===== src/sv/ihpq_pkg.sv =====
// Package with the types, constants and codes of the indexed max-heap queue.
`default_nettype none
package ihpq_pkg;

   localparam int CAPACITY = 64;
   localparam int POS_W    = $clog2(CAPACITY);
   localparam int COUNT_W  = $clog2(CAPACITY + 1);
   localparam int ID_W     = 6;
   localparam int PRIO_W   = 32;
   localparam int FUNC_W   = 3;

   localparam logic [FUNC_W-1:0] FUNC_INSERT = 3'd0;
   localparam logic [FUNC_W-1:0] FUNC_RAISE  = 3'd1;
   localparam logic [FUNC_W-1:0] FUNC_LOWER  = 3'd2;
   localparam logic [FUNC_W-1:0] FUNC_REMOVE = 3'd3;
   localparam logic [FUNC_W-1:0] FUNC_QUERY  = 3'd4;

   typedef enum logic [5:0] {
      ST_IDLE   = 6'b000001,
      ST_LOOK   = 6'b000010,
      ST_UP_RD  = 6'b000100,
      ST_UP_CMP = 6'b001000,
      ST_DN_RD  = 6'b010000,
      ST_DN_CMP = 6'b100000
   } state_type;

   // One heap slot: the id stored there and a copy of its priority.
   typedef struct packed {
      logic [ID_W-1:0]          id;
      logic signed [PRIO_W-1:0] prio;
   } heap_word_type;

   // One entry record, indexed by id.
   typedef struct packed {
      logic [POS_W-1:0]         pos;
      logic signed [PRIO_W-1:0] prio;
   } entry_word_type;

   typedef struct packed {
      logic             en;
      logic [POS_W-1:0] addr;
      heap_word_type    data;
   } heap_wr_type;

   typedef struct packed {
      logic           en;
      logic [ID_W-1:0] addr;
      entry_word_type data;
   } entry_wr_type;

endpackage
`default_nettype wire


===== src/sv/ihpq_entry_mem.sv =====
// Entry memory indexed by id: heap position and priority of each id.
`default_nettype none
module ihpq_entry_mem (
   input  wire logic                       clock,
   input  wire ihpq_pkg::entry_wr_type     wr,
   input  wire logic [ihpq_pkg::ID_W-1:0]  rd_addr,
   output ihpq_pkg::entry_word_type        q
);

   ihpq_pkg::entry_word_type mem [ihpq_pkg::CAPACITY];

   always_ff @(posedge clock) begin
      if (wr.en) begin
         mem[wr.addr] <= wr.data;
      end
      q <= mem[rd_addr];
   end

endmodule
`default_nettype wire


===== config.mk =====
export PLATFORM = sky130hd
export DESIGN_NAME = ihpq_entry_mem
export DESIGN_NICKNAME = d
export VERILOG_FILES = /design/src/sv/ihpq_pkg.sv /design/src/sv/ihpq_entry_mem.sv
export SDC_FILE = /design/constraint.sdc
export NUM_CORES = 2
export LEC_CHECK = 0
export ABC_AREA = 1
export BUFFER_PORTS_ARGS = -buffer_cell sky130_fd_sc_hd__buf_2
export CAP_MARGIN = 20
export CORE_UTILIZATION = 46
export DETAILED_ROUTE_END_ITERATION = 7
export PLACE_DENSITY = 0.67
export SLEW_MARGIN = 30
export SYNTH_ARGS = -nofsm -noshare
export SYNTH_HDL_FRONTEND = slang
export SYNTH_SLANG_ARGS = --single-unit

===== constraint.sdc =====
create_clock -name clock -period 9.69 [get_ports clock]
set_clock_uncertainty 0.1 [all_clocks]
set_input_delay 1.938 -clock clock [delete_from_list [all_inputs] [get_ports clock]]
set_output_delay 1.938 -clock clock [all_outputs]
set_load 0.01 [all_outputs]

==> results.toml <==
[setup_path]
crit_required_ns = 10.36
r2r.worst_path.cells = 8
crit_chain = "buf_8 > inv_8 > buf_12 > buf_4 > nand2_1 > nand3_1 > nand3_1 > nand3_1 > nand3_1 > nand2_1 > nand2_1 > nand2_1"
startpoint = "rd_addr[0]"
crit_type = "in -> reg"
max_stage_delay_ns = 0.70
cp.arrival_ns = 5.55
r2r_end = "q[5]"
critPathSlowestCell = "buf_12"
reg2reg_from = "mem[10][5]"
crit_fanout = 190
critPathLaunchType = "primary input"
endpoint_kind = "flop"
regToRegSetupSlack_ns = 7.97

[drt]
vias = 65000
routed_wl_microns = 291000
viasPerCell = 5.92
ant_nets = 0
firstDrtPassIters = 8
wire_per_inst_microns = 26.6
drt_iter0_drc = 9314
drc_errors = 0

[cts]
cts_made_buffers = 235
clock_path_buffers = 3
insertion_delay_ns = 0.88
ctsHoldBuffers = 0
path_clk_slew_ns = 0.07
post_cts_resized = 0
cts_max_level = 4
ctsRootBufferMaster = "clkbuf_16"
clock_sinks = 2470
cts_tree = "done"
cts_setup_buffers = 0

[grt]
grt_start_max_net_pins = 198
top_usage_layer = "met2"
met3_usage = 0.0474
grt.total_usage = 0.266
grt_antenna_before_repair = 24
grt_pass1_wl_microns = 419000
grt_overflow_total = 0
grtUsageMet2 = 0.422
grt_pass1_vias = 60200
use_met1 = 0.360

[placed_design]
dp.cells = 10500
dpl_cell_area_sq_um = 101000
portBuffers = 89
hpwl_microns = 145000
gp_congestion = 0.840

[die]
rows = 168
die_w_microns = 463
num_io_pins = 90
die_y_microns = 463
die_area_sq_um = 215000
start_util = 0.465
core_area_sq_um = 211000

[synthesis]
ys_warn_count = 0
seq_area_frac_synth = 0.754
syn_inst = 8027
synth.avg_cell_area_sq_um = 12.2
synth_top_area_frac = 0.746
ys_types = 13
synth_area_leaders = "edfxtp_1 75%, nand3_1 12%, nand2_1 10%"
syn_area_sq_um = 97900
syn-num-nets = 8079
yosysTopAreaCell = "edfxtp_1"
ys_seq_elements = 2470

[pwr]
intPower_w = 0.0171
leakagePower_nw = 38.0
power_frac_clock = 0.404
p_sw_w = 0.00501
sw_frac_of_total = 0.227
peakVddDrop_mv = 0.212
combPwrFrac = 0.058
seq_power_share = 0.538
p_per_area_nw_per_um2 = 203

[sta]
fin_crit_ns = 4.88
hold_viol_final = 0
worstMarginPinSlew_ns = 1.17
fmax_ghz = 0.205
hold_slack_ns = 0.696
finalSetupTns_ns = 0
fin_crit_sh = 0.504
rsz0062_at_grt = "false"
drv_slew = 0
setup_violations = 0
worst_slew_margin_rel = 0.219

[outcome]
status = "finished, final reports clean"

[final_layout]
layout_commonest_cell = "nand2_1"
fin_util = 0.518
layout_common_cells = "2682 x nand2_1, 2432 x edfxtp_1, 2257 x nand3_1"
drive_above_1_share = 0.0755
final_area_sq_um = 109000
fillers = 17400
nets = 8007
stdcell_count = 11000
syn_to_final_growth_pct = 11.4

[worst_hold_path]
hp-start = "mem[20][9]"
min_to = "q[9]"
hold_path_depth = 8
hold_class = "reg -> reg"

[run]
cap_violations = 0
power by group through the flow:
stage | registers [W] | clock network, W | logic (W)
global placement | 0.0121 | 0 | 0.00123
finish | 0.0119 | 0.00894 | 0.00128
global route | 0.0119 | 0.00940 | 0.00138
CTS | 0.0119 | 0.00898 | 0.00127
floorplan | 0.0121 | 0 | 0.000710
detailed placement | 0.0121 | 0 | 0.00126
layout make-up:
| type | instances | area (sq um) | share of cell area |
|---|---|---|---|
| multi-input combinational | 5012 | 22200 | 0.203 |
| antenna | 14 | 35.0 | 0.000321 |
| tap | 2805 | 3510 | 0.0322 |
| clock buffer | 304 | 6340 | 0.0582 |
| sequential | 2470 | 73800 | 0.677 |
| clock inverter | 129 | 1150 | 0.0105 |
| timing repair buffer | 224 | 1940 | 0.0178 |
| inverter | 12 | 82.6 | 0.000758 |
how the worst max path moves through the flow:
stage                             to  slack, ns
after floorplan           mem[48][0]       2.93
after global placement         q[33]       4.24
after detailed placement       q[32]       4.20
after CTS                      q[32]       5.10
after global routing           q[32]       4.82
final                          q[32]       4.81
state kept, by name, indices dropped and copies added (netlist names):
| signal | cells |
|---|---|
| mem | 2432 |
| q | 38 |
worst max-delay path, delay by kind of cell:
kind	cells	cell delay [ns]
buf+inv	4	2.21
simple gates	8	0.97
per-layer routing:
layer / share of wire / vias to the layer above
li1: - / 28400
met1: 0.38 / 32000
met2: 0.47 / 3879
met3: 0.10 / 683
met4: 0.048 / 6
met5: 0.00017 / -
synthesized netlist by cell type (all sizes together):
cell and count:
nand2 2682, edfxtp 2432, nand3 2257, buf 329, clkbuf 204, nor2 56
dfxtp 38, inv 12, nand4 9, nor4 8
through the flow:
step / total power (W) / setup slack (ns)
floorplan: 0.0128 / 2.93
global placement: 0.0133 / 4.24
detailed placement: 0.0134 / 4.20
CTS: 0.0221 / 5.10
global route: 0.0227 / 4.82
finish: 0.0221 / 4.81
cells by family after synthesis:
logic type / Yosys count / share of synthesized area
buf+inv: 545 / 0.0247
flops: 2470 / 0.754
simple gates: 5012 / 0.221
No activity file was read; power rests on OpenSTA's default activity.
